## src/rtl/sccb_pkg.sv

```systemverilog
// Shared types, codes and line tables for the SCCB register master.
`default_nettype none

package sccb_pkg;

   // Command codes on req_func
   localparam logic [1:0] FUNC_TICK  = 2'd0;
   localparam logic [1:0] FUNC_WRITE = 2'd1;
   localparam logic [1:0] FUNC_READ  = 2'd2;

   // Configuration register indexes
   localparam int unsigned CsrIndexWidth = 1;
   localparam logic [CsrIndexWidth-1:0] CSR_DEVICE_ADDRESS = 1'b0;
   localparam logic [CsrIndexWidth-1:0] CSR_HALF_PERIOD    = 1'b1;

   localparam int unsigned HalfWidth  = 16;
   // Gap and pause steps run two half periods, so the tick counter needs one more bit
   localparam int unsigned TickWidth  = HalfWidth + 1;
   localparam logic [7:0]  RESET_DEVICE_ADDRESS = 8'd66;
   localparam logic [HalfWidth-1:0] RESET_HALF_PERIOD = 16'd50;
   localparam logic [7:0]  READ_BIT   = 8'h01;

   typedef enum logic [17:0] {
      PH_IDLE   = 18'h00001,
      PH_ST_A   = 18'h00002,
      PH_ST_B   = 18'h00004,
      PH_BIT_LO = 18'h00008,
      PH_BIT_HI = 18'h00010,
      PH_ACK_LO = 18'h00020,
      PH_ACK_HI = 18'h00040,
      PH_GAP    = 18'h00080,
      PH_SP_A   = 18'h00100,
      PH_SP_B   = 18'h00200,
      PH_SP_C   = 18'h00400,
      PH_PAUSE  = 18'h00800,
      PH_RD_LO  = 18'h01000,
      PH_RD_HI  = 18'h02000,
      PH_NA_A   = 18'h04000,
      PH_NA_B   = 18'h08000,
      PH_NA_C   = 18'h10000,
      PH_NA_D   = 18'h20000
   } phase_type;

   function automatic logic scl_of(input phase_type ph);
      logic v;
      case (ph)
         PH_BIT_LO, PH_ACK_LO, PH_GAP, PH_SP_A, PH_RD_LO,
         PH_NA_A, PH_NA_C, PH_NA_D: v = 1'b0;
         default: v = 1'b1;
      endcase
      return v;
   endfunction

   function automatic logic drive_of(input phase_type ph);
      logic v;
      case (ph)
         PH_ACK_LO, PH_ACK_HI, PH_RD_LO, PH_RD_HI: v = 1'b0;
         default: v = 1'b1;
      endcase
      return v;
   endfunction

endpackage

`default_nettype wire

```

## src/rtl/sccb_register_master_unit.sv

```systemverilog
// A word accepted at an edge has its result word in the result register from that edge on,
// so the receiver can take it at the next edge. Throughput: one word per cycle while the
// result register is not held by rsp_stall; the next word is taken while it is drained.
// Each word is one bus tick; the sequencer state and the result register update together.
// Reset (synchronous, active high): sequencer idle, SDA latch set high, flags and
// received byte cleared, device address 66, half period 50.
`default_nettype none

module sccb_register_master_unit (
   input  wire logic        clock,
   input  wire logic        reset,
   input  wire logic        csr_wr_en,
   input  wire logic [sccb_pkg::CsrIndexWidth-1:0] csr_index,
   input  wire logic [sccb_pkg::HalfWidth-1:0]     csr_wdata,
   input  wire logic        req_valid,
   output      logic        req_stall,
   input  wire logic [1:0]  req_func,
   input  wire logic [7:0]  req_reg_addr,
   input  wire logic [7:0]  req_write_data,
   input  wire logic        req_sda_in,
   output      logic        rsp_valid,
   input  wire logic        rsp_stall,
   output      logic        rsp_scl,
   output      logic        rsp_sda_out,
   output      logic        rsp_sda_drive,
   output      logic        rsp_busy_res,
   output      logic        rsp_done_res,
   output      logic [7:0]  rsp_read_data,
   output      logic        rsp_ack_fail
);

   sccb_pkg::phase_type phase_ff, phase_in;
   logic [sccb_pkg::TickWidth-1:0] tick_ff, tick_in;
   logic [3:0] bit_ff, bit_in;
   logic [1:0] byte_ff, byte_in;
   logic [7:0] shift_ff, shift_in;
   logic       op_ff, op_in;
   logic [7:0] lreg_ff, lreg_in;
   logic [7:0] ldata_ff, ldata_in;
   logic       fail_ff, fail_in;
   logic [7:0] rbyte_ff, rbyte_in;
   logic       latch_ff, latch_in;
   logic [7:0] dev_ff;
   logic [sccb_pkg::HalfWidth-1:0] half_ff;

   logic       rsp_valid_ff;
   logic       scl_ff, sdo_ff, drv_ff, busy_ff, done_ff;

   logic       accept;
   logic       cur_scl, cur_sdo, cur_drv, cur_busy, done_in, entered;
   logic [sccb_pkg::TickWidth-1:0] step_len, tick_next;
   logic [sccb_pkg::HalfWidth-1:0] half_eff;

   assign req_stall = rsp_valid_ff & rsp_stall;
   assign accept    = req_valid & ~req_stall;

   assign half_eff = (half_ff == '0) ? {{(sccb_pkg::HalfWidth-1){1'b0}}, 1'b1} : half_ff;

   always_comb begin
      phase_in = phase_ff;
      tick_in  = tick_ff;
      bit_in   = bit_ff;
      byte_in  = byte_ff;
      shift_in = shift_ff;
      op_in    = op_ff;
      lreg_in  = lreg_ff;
      ldata_in = ldata_ff;
      fail_in  = fail_ff;
      rbyte_in = rbyte_ff;
      latch_in = latch_ff;
      done_in  = 1'b0;
      entered  = 1'b0;
      step_len = '0;
      tick_next = '0;

      // start a command only from idle
      if (phase_ff == sccb_pkg::PH_IDLE &&
          (req_func == sccb_pkg::FUNC_WRITE || req_func == sccb_pkg::FUNC_READ)) begin
         op_in    = (req_func == sccb_pkg::FUNC_READ);
         lreg_in  = req_reg_addr;
         ldata_in = req_write_data;
         byte_in  = 2'd0;
         bit_in   = 4'd0;
         if (req_func == sccb_pkg::FUNC_WRITE) begin
            fail_in = 1'b0;
         end
         phase_in = sccb_pkg::PH_ST_A;
         tick_in  = '0;
         latch_in = 1'b1;
      end

      cur_scl  = sccb_pkg::scl_of(phase_in);
      cur_drv  = sccb_pkg::drive_of(phase_in);
      cur_sdo  = latch_in;
      cur_busy = (phase_in != sccb_pkg::PH_IDLE);

      if (cur_busy) begin
         if (phase_in == sccb_pkg::PH_GAP || phase_in == sccb_pkg::PH_PAUSE) begin
            step_len = {half_eff, 1'b0};
         end else begin
            step_len = {1'b0, half_eff};
         end
         tick_next = tick_in + 1'b1;
         if (phase_in == sccb_pkg::PH_RD_HI && tick_in == '0) begin
            shift_in = {shift_in[6:0], req_sda_in};
         end
         if (phase_in == sccb_pkg::PH_ACK_HI && tick_next >= step_len && !op_in && req_sda_in) begin
            fail_in = 1'b1;
         end
         tick_in = tick_next;
         if (tick_next >= step_len) begin
            entered = 1'b1;
            case (phase_in)
               sccb_pkg::PH_ST_A: phase_in = sccb_pkg::PH_ST_B;
               sccb_pkg::PH_ST_B: begin
                  // first frame sends the write address, the repeated start the read address
                  if (byte_in == 2'd0) begin
                     shift_in = dev_ff;
                  end else if (byte_in == 2'd1) begin
                     shift_in = lreg_in;
                  end else if (op_in) begin
                     shift_in = dev_ff | sccb_pkg::READ_BIT;
                  end else begin
                     shift_in = ldata_in;
                  end
                  bit_in   = 4'd0;
                  phase_in = sccb_pkg::PH_BIT_LO;
               end
               sccb_pkg::PH_BIT_LO: phase_in = sccb_pkg::PH_BIT_HI;
               sccb_pkg::PH_BIT_HI: begin
                  shift_in = {shift_in[6:0], 1'b0};
                  bit_in   = bit_in + 4'd1;
                  phase_in = (bit_in >= 4'd8) ? sccb_pkg::PH_ACK_LO : sccb_pkg::PH_BIT_LO;
               end
               sccb_pkg::PH_ACK_LO: phase_in = sccb_pkg::PH_ACK_HI;
               sccb_pkg::PH_ACK_HI: begin
                  phase_in = (!op_in && byte_in >= 2'd2) ? sccb_pkg::PH_SP_A : sccb_pkg::PH_GAP;
               end
               sccb_pkg::PH_GAP: begin
                  if (op_in && byte_in == 2'd1) begin
                     phase_in = sccb_pkg::PH_SP_A;
                  end else if (op_in && byte_in >= 2'd2) begin
                     byte_in  = 2'd3;
                     bit_in   = 4'd0;
                     shift_in = 8'd0;
                     phase_in = sccb_pkg::PH_RD_LO;
                  end else begin
                     // load the next byte of the frame
                     byte_in = byte_in + 2'd1;
                     if (byte_in == 2'd0) begin
                        shift_in = dev_ff;
                     end else if (byte_in == 2'd1) begin
                        shift_in = lreg_in;
                     end else if (op_in) begin
                        shift_in = dev_ff | sccb_pkg::READ_BIT;
                     end else begin
                        shift_in = ldata_in;
                     end
                     bit_in   = 4'd0;
                     phase_in = sccb_pkg::PH_BIT_LO;
                  end
               end
               sccb_pkg::PH_RD_LO: phase_in = sccb_pkg::PH_RD_HI;
               sccb_pkg::PH_RD_HI: begin
                  bit_in = bit_in + 4'd1;
                  if (bit_in >= 4'd8) begin
                     rbyte_in = shift_in;
                     phase_in = sccb_pkg::PH_NA_A;
                  end else begin
                     phase_in = sccb_pkg::PH_RD_LO;
                  end
               end
               sccb_pkg::PH_NA_A: phase_in = sccb_pkg::PH_NA_B;
               sccb_pkg::PH_NA_B: phase_in = sccb_pkg::PH_NA_C;
               sccb_pkg::PH_NA_C: phase_in = sccb_pkg::PH_NA_D;
               sccb_pkg::PH_NA_D: phase_in = sccb_pkg::PH_SP_A;
               sccb_pkg::PH_SP_A: phase_in = sccb_pkg::PH_SP_B;
               sccb_pkg::PH_SP_B: phase_in = sccb_pkg::PH_SP_C;
               sccb_pkg::PH_SP_C: begin
                  if (op_in && byte_in == 2'd1) begin
                     phase_in = sccb_pkg::PH_PAUSE;
                  end else begin
                     phase_in = sccb_pkg::PH_IDLE;
                     done_in  = 1'b1;
                  end
               end
               sccb_pkg::PH_PAUSE: begin
                  byte_in  = 2'd2;
                  phase_in = sccb_pkg::PH_ST_A;
               end
               default: phase_in = sccb_pkg::PH_IDLE;
            endcase
         end
      end else if (phase_in != sccb_pkg::PH_IDLE) begin
         phase_in = sccb_pkg::PH_IDLE;
         tick_in  = '0;
      end

      if (entered) begin
         tick_in = '0;
         case (phase_in)
            sccb_pkg::PH_ST_A, sccb_pkg::PH_SP_C, sccb_pkg::PH_NA_B: latch_in = 1'b1;
            sccb_pkg::PH_ST_B, sccb_pkg::PH_SP_A, sccb_pkg::PH_NA_D: latch_in = 1'b0;
            sccb_pkg::PH_BIT_LO: latch_in = shift_in[7];
            default: latch_in = latch_in;
         endcase
      end
   end

   always_ff @(posedge clock) begin
      if (reset) begin
         dev_ff  <= sccb_pkg::RESET_DEVICE_ADDRESS;
         half_ff <= sccb_pkg::RESET_HALF_PERIOD;
      end else if (csr_wr_en) begin
         case (csr_index)
            sccb_pkg::CSR_DEVICE_ADDRESS: dev_ff  <= csr_wdata[7:0];
            sccb_pkg::CSR_HALF_PERIOD:    half_ff <= csr_wdata;
            default: dev_ff <= dev_ff;
         endcase
      end
   end

   always_ff @(posedge clock) begin
      if (reset) begin
         phase_ff <= sccb_pkg::PH_IDLE;
         tick_ff  <= '0;
         bit_ff   <= '0;
         byte_ff  <= '0;
         shift_ff <= '0;
         op_ff    <= 1'b0;
         lreg_ff  <= '0;
         ldata_ff <= '0;
         fail_ff  <= 1'b0;
         rbyte_ff <= '0;
         latch_ff <= 1'b1;
      end else if (accept) begin
         phase_ff <= phase_in;
         tick_ff  <= tick_in;
         bit_ff   <= bit_in;
         byte_ff  <= byte_in;
         shift_ff <= shift_in;
         op_ff    <= op_in;
         lreg_ff  <= lreg_in;
         ldata_ff <= ldata_in;
         fail_ff  <= fail_in;
         rbyte_ff <= rbyte_in;
         latch_ff <= latch_in;
      end
   end

   // result word register: load on accept, drop when taken
   always_ff @(posedge clock) begin
      if (reset) begin
         rsp_valid_ff <= 1'b0;
      end else if (accept) begin
         rsp_valid_ff <= 1'b1;
      end else if (!rsp_stall) begin
         rsp_valid_ff <= 1'b0;
      end
   end

   always_ff @(posedge clock) begin
      if (accept) begin
         scl_ff        <= cur_scl;
         sdo_ff        <= cur_sdo;
         drv_ff        <= cur_drv;
         busy_ff       <= cur_busy;
         done_ff       <= done_in;
         rsp_read_data <= rbyte_in;
         rsp_ack_fail  <= fail_in;
      end
   end

   assign rsp_valid     = rsp_valid_ff;
   assign rsp_scl       = scl_ff;
   assign rsp_sda_out   = sdo_ff;
   assign rsp_sda_drive = drv_ff;
   assign rsp_busy_res  = busy_ff;
   assign rsp_done_res  = done_ff;

`ifndef SYNTHESIS
   a_done_busy: assert property (@(posedge clock) disable iff (reset)
      rsp_valid && rsp_done_res |-> rsp_busy_res)
      else $error("done without busy");

   a_idle_lines: assert property (@(posedge clock) disable iff (reset)
      rsp_valid && !rsp_busy_res |-> rsp_scl && rsp_sda_drive)
      else $error("bus lines not released while idle");

   a_idle_tick: assert property (@(posedge clock) disable iff (reset)
      phase_ff == sccb_pkg::PH_IDLE |-> tick_ff == '0)
      else $error("tick counter running while idle");

   a_cmd_starts: assert property (@(posedge clock) disable iff (reset)
      accept && phase_ff == sccb_pkg::PH_IDLE && req_func == sccb_pkg::FUNC_WRITE
      |=> rsp_valid && rsp_busy_res && !rsp_ack_fail)
      else $error("write command did not start");

   a_stall_hold: assert property (@(posedge clock) disable iff (reset)
      !accept |=> $stable(phase_ff) && $stable(tick_ff))
      else $error("sequencer moved without a word");
`endif

endmodule

`default_nettype wire

```

## config.mk

```make
export PLATFORM = sky130hd
export DESIGN_NAME = sccb_register_master_unit
export DESIGN_NICKNAME = d
export VERILOG_FILES = /design/src/rtl/sccb_pkg.sv /design/src/rtl/sccb_register_master_unit.sv
export SDC_FILE = /design/constraint.sdc
export NUM_CORES = 1
export LEC_CHECK = 0
export BUFFER_PORTS_ARGS = -buffer_cell sky130_fd_sc_hd__buf_2
export CAP_MARGIN = 20
export CORE_MARGIN = 1
export CORE_UTILIZATION = 40
export CTS_CLUSTER_DIAMETER = 200
export CTS_CLUSTER_SIZE = 16
export DETAILED_ROUTE_END_ITERATION = 10
export GPL_TIMING_DRIVEN = 0
export MAX_ROUTING_LAYER = met4
export PLACE_DENSITY_LB_ADDON = 0.15
export SETUP_SLACK_MARGIN = 0.4
export SYNTH_ARGS = -nofsm -noshare
export SYNTH_HDL_FRONTEND = slang
export SYNTH_SLANG_ARGS = --single-unit
```

## constraint.sdc

```tcl
create_clock -name clock -period 9.4 [get_ports clock]
set_clock_uncertainty 0.15 [all_clocks]
set_input_delay 1.88 -clock clock [delete_from_list [all_inputs] [get_ports clock]]
set_output_delay 1.88 -clock clock [all_outputs]
set_load 0.02 [all_outputs]
```

**Yosys cells after proc, flatten, opt, wreduce, memory -nomap -nowiden**

Cells that the tools add are included.

- Flip-flop bits (word level): 115
- Input port bits: 41
- Output and inout port bits: 16
- Logic and storage cells: 146

- $add $sub $neg: 3
- $lt $le $gt $ge: 3
- Equal/unequal tests: 31
- Multiplexer cells: 59
- Bitwise operators: 4
- Reductions and logical operators: 24

Operator list:

| cell | count |
|---|---|
| $pmux W18 S17 | 1 |
| $mux W8 | 16 |
| $mux W17 | 5 |
| $mux W18 | 3 |
| $eq A18 B11 Y1 const B | 2 |
| $eq A18 B16 Y1 const B | 2 |
| $eq A18 B18 Y1 const B | 2 |
| $eq A18 B2 Y1 const B | 2 |
| $eq A18 B3 Y1 const B | 2 |
| $eq A18 B4 Y1 const B | 2 |
| $eq A18 B9 Y1 const B | 2 |
| $mux W13 | 2 |
| $pmux W8 S3 | 1 |
| $eq A18 B1 Y1 const B | 1 |
| $eq A18 B10 Y1 const B | 1 |
| $eq A18 B12 Y1 const B | 1 |
| $eq A18 B13 Y1 const B | 1 |
| $eq A18 B14 Y1 const B | 1 |
| $eq A18 B15 Y1 const B | 1 |
| $eq A18 B17 Y1 const B | 1 |
| $eq A18 B5 Y1 const B | 1 |
| $eq A18 B6 Y1 const B | 1 |
| $eq A18 B7 Y1 const B | 1 |
| $eq A18 B8 Y1 const B | 1 |
| 35 further kinds | 71 |

**Logic depth before layout (Yosys ltp)**

- Word-level depth: 15
- Mapped depth: 24
- Mapped depth without buffers: 22

**Least setup slack after synthesis**

OpenSTA, ideal clock, no wires.

- Path type: input to register
- Start: input req_func[0]
- End: register rsp_read_data[0], data pin
- Arrival: 6.148 ns
- Required time: 8.987 ns
- Slack: 2.839 ns
- Stages: 21
- Cell sequence: inv_1 > ha_1 > nor3b_1 > and2_1 > nand2_1 > clkbuf_1 > clkbuf_1 > and2_1 > ha_1 > nand2_1 > nor3_1 > xnor2_1 > nor2_1 > ha_1 > a21o_1 > a21oi_1 > o221ai_1 > a211oi_1 > nand4b_1 > buf_2 > mux2_2

- Word-level cells in the longest chain between the ends: 11
- Elaborated cells on any way between the ends: 25

Ends and longest elaborated chain:

| what | line | text |
|---|---|---|
| start: declaration | sccb_register_master_unit.sv:17 | `input wire logic [1:0] req_func,` |
| $eq A2 B1 Y1 or $eq A2 B2 Y1 (tied branches) | sccb_register_master_unit.sv:78 | `(req_func == sccb_pkg::FUNC_WRITE \|\| req_func == sccb_pkg::FUNC_READ)) begin` |
| $logic_or A1 B1 Y1 * | sccb_register_master_unit.sv:78 |  |
| $logic_and A1 B1 Y1 * | sccb_register_master_unit.sv:77 | `if (phase_ff == sccb_pkg::PH_IDLE &&` |
| branches (longest 7 deep; another with $add A17 B1 Y17) | -- |  |
| $mux W8 * | sccb_register_master_unit.sv:97 | `if (cur_busy) begin` |
| net rbyte_in[0] | sccb_register_master_unit.sv:41 | `logic [7:0] rbyte_ff, rbyte_in;` |
| end signal: assignment | sccb_register_master_unit.sv:269 | `rsp_read_data <= rbyte_in;` |
| end: declaration | sccb_register_master_unit.sv:28 | `output logic [7:0] rsp_read_data,` |

Mark *: on every way through the listed nets, which the timed path passes. The select of a mux whose other input is x is not followed.
A chain may end at the register's enable or synchronous reset.

**Final worst setup path**

- Start: input req_func[0]
- End: register phase_ff[5]

- Word-level cells in the longest chain between the ends: 11
- Elaborated cells on any way between the ends: 41

Ends and longest elaborated chain:

| what | line | text |
|---|---|---|
| branches (longest 10 deep; another with $add A17 B1 Y17) | -- |  |
| $mux W18 * | sccb_register_master_unit.sv:97 |  |
| end signal: assignment | sccb_register_master_unit.sv:225 | `phase_ff <= sccb_pkg::PH_IDLE;` |
| end signal: assignment | sccb_register_master_unit.sv:237 | `phase_ff <= phase_in;` |
| end: declaration | sccb_register_master_unit.sv:32 | `sccb_pkg::phase_type phase_ff, phase_in;` |

Mark *: on every way between the ends. The select of a mux whose other input is x is not followed.

==> results.yml <==
timing:
  finalHoldViolations: 0
  tightestPinTransition_ns: 0.746
  fin_crit_ns: 7.89
  fin_ws_ns: 1.51
  fin_setup_tns_ns: 0
  drv_slew: 0
  fmax_ghz: 0.127
  finalCritPeriodShare_pct: 83.9
  hold_ws_ns: 0.303
  setup_viol: 0
  rsz0062_at_grt: "false"
  slew_headroom_pct: 50.3
place:
  port_buffers: 55
  dp_hpwl_um: 16700
  place_worst_setup_slack_ns: 0.851
  place_congestion: 0.971
cells_and_area:
  multiInputGateArea_um2: 4280
  fillCellCount: 1711
  final_cell_mix: "155 x nand2_1, 101 x dfxtp_1, 88 x a21oi_1"
  ff_latch_area_um2: 2440
  num_antenna_cells: 0
  drive_above_1_share_pct: 13.8
  final_common_cell: "nand2_1"
  synthToLayoutAreaGrowth_pct: 16.9
  nets: 1039
  final_util_pct: 47.7
setup_path:
  crit_path_start_kind: "input port"
  end_kind: "flop"
  critical_path_buf_inv_count: 6
  cp.required_ns: 9.53
  worst-path-max-fanout: 10
  slowest_delay_ns: 0.58
  crit_family: "simple AND/OR/NAND/NOR gates"
  crit_type: "in -> reg"
  cpMaxStageDelayCell: "nor2_1"
  crit_arrival_ns: 8.02
detailed_routing:
  num_vias: 6914
  drc: 0
  antenna_left: 0
  drt-total-wl_um: 22200
  drt-initial-drc-count: 590
  avgViaCountPerCell: 5.71
  avgRoutedWirePerCell_um: 18.3
  first_pass_iters: 8
logic_synthesis:
  syn_nets: 963
  syn-mean-instance-area_um2: 7.85
  synth.distinct_cells: 79
  netlist_area_um2: 7040
  ys_seq_area_share_pct: 34.7
  yosys_warnings: 0
  synth_flop_cell: "dfxtp_1"
  synthArstFlopShare_pct: 0
  synthCells: 897
  synth_edf_count: 14
  ys_seq_elements: 115
power_and_ir_drop:
  leakagePower_uw: 0.00324
  swShare_pct: 28.0
  powerDensity_nw_per_um2: 167
  p_clk_share_pct: 48.7
  peakVddDrop_mv: 0.151
  pwr-share-comb_pct: 12.7
  power_uw: 1370
  seq_power_share_pct: 38.6
  power_switching_uw: 384
  p_int_uw: 987
min_path:
  hp-class: "reg -> reg"
floorplanning:
  core_um2: 17200
  rows: 48
  dieArea_um2: 18100
  die_h_um: 135
  initial_core_util_pct: 40.8
  die_w_um: 135
  io_pins: 57
clocking:
  cts_tree: "done"
  cts_buffer_depth: 2
  ctsHoldBuffers: 0
  htreeDepth: 4
  insertion_delay_ns: 0.43
  root_buffer: "clkbuf_16"
  cts_resized: 0
  path_clk_slew_ns: 0.06
  cts_buffers: 17
  postCtsSetupBuffers: 0
  cts_sinks: 115
grt:
  antenna_found_initial: 0
  grt_pass1_vias: 6335
  gr-total-overflow: 0
  grt_max_degree: 17
  grtUsageTotal_pct: 25.9
  grt_first_pass_wirelength_um: 34900
run_status:
  status: "finished clean"
flow_run:
  maxCapViolCount: 0
==> flip-flops by register name, indices dropped and copies added, names as in the netlist, 2 cells and up <==
signal and count:
phase_ff 18, tick_ff 17, half_ff 16, dev_ff 8, ldata_ff 8, lreg_ff 8
rbyte_ff 8, rsp_read_data 8, shift_ff 8, bit_ff 4, byte_ff 2
==> cells in the mapped netlist, types with 4 or more instances <==
cell type | number | area, um2
mux2i_1 | 35 | 350
edfxtp_1 | 14 | 420
a32oi_1 | 4 | 35.0
nand4_1 | 15 | 93.8
nor4_1 | 18 | 113
nand3_1 | 41 | 205
nand4b_1 | 4 | 35.0
and2_1 | 6 | 37.5
nand2_1 | 155 | 582
inv_1 | 26 | 97.6
xor2_1 | 8 | 70.1
clkbuf_1 | 34 | 128
mux2_2 | 13 | 146
o21ai_1 | 7 | 35.0
o21a_1 | 4 | 30.0
nor3_1 | 19 | 95.1
nor2_1 | 78 | 293
xnor2_1 | 6 | 52.6
or3_1 | 5 | 31.3
dfxtp_1 | 101 | 2020
buf_2 | 8 | 40.0
and4_1 | 6 | 52.6
a21oi_1 | 88 | 440
nor2b_1 | 8 | 50.1
and3_1 | 6 | 37.5
a211oi_1 | 11 | 82.6
a21o_1 | 7 | 52.6
nor3b_1 | 4 | 30.0
o211ai_1 | 8 | 60.1
ha_1 | 25 | 313
o21ai_0 | 37 | 185
a22oi_1 | 19 | 143
nand2b_1 | 9 | 56.3
==> power groups by stage <==
stage	Sequential [uW]	Clock [uW]	Combinational, uW
6_report	529	668	174
5_1_grt	530	699	189
4_1_cts	528	675	172
3_5_place_dp	539	0	171
3_3_place_gp	539	0	171
2_1_floorplan	538	0	110
==> kinds of logic after synthesis <==
group / Yosys count / synth area share [%]
and+or+nand+nor: 395 / 27.6
AOI/OAI and AO/OA: 222 / 19.6
DFF: 115 / 34.7
buffers and inverters: 76 / 4.57
muxes: 50 / 7.38
adders and majority gates: 25 / 4.44
xor gates and xnor gates: 14 / 1.74
==> metrics by stage <==
step,std cells,area [um2]
after floorplan,897,7040
after global placement,1177,7600
after detailed placement,1178,7610
after CTS,1210,8220
after global routing,1211,8230
final,1211,8230
==> area by class of cell <==
type | instances | area share (%)
multi-input cells | 706 | 51.9
flip-flops and latches | 115 | 29.7
clock buffers | 19 | 5.64
repair buffers | 57 | 3.62
well taps | 225 | 3.42
plain buffers | 48 | 2.63
clock inverters | 13 | 1.79
inverters | 28 | 1.28
==> worst register-to-register path: stages, from the launching register on <==
cell,delay (ns)
dfxtp_1,0.47
nor4_1,0.11
buf_2,0.21
and4_4,0.26
nand2_1,0.24
clkbuf_1,0.48
clkbuf_1,0.38
and2_1,0.21
ha_1,0.28
nand2_1,0.19
nor3_1,0.26
xnor2_1,0.14
nor2_1,0.09
ha_1,0.31
nand4_1,0.13
nor3_1,0.39
o311a_1,0.24
a211oi_1,0.05
clkbuf_4,0.21
nor2_1,0.58
nand2_1,0.41
clkbuf_1,0.36
a32oi_1,0.23
nor2_1,0.05
==> final timing paths <==
check	start	to	slack, ns	cells after the start
worst max register to register	phase_ff[15]$_SDFFE_PP0P_	phase_ff[5]$_SDFFE_PP0P_	2.82	23
worst max-delay path	req_func[0]	phase_ff[5]$_SDFFE_PP0P_	1.51	25
worst min-delay path	rbyte_ff[4]$_SDFFE_PP0P_	rbyte_ff[4]$_SDFFE_PP0P_	0.30	2
worst min register to register	rbyte_ff[4]$_SDFFE_PP0P_	rbyte_ff[4]$_SDFFE_PP0P_	0.30	2
==> routing by layer <==
layer  up-vias  track usage, %  wire length, um
li1       3407               -                -
met1      3208            35.2            10500
met2       258            38.6             9770
met3        41            4.50             1380
met4         0            8.99              516
met5         -               -                0
(Power assumes the default switching activity.)
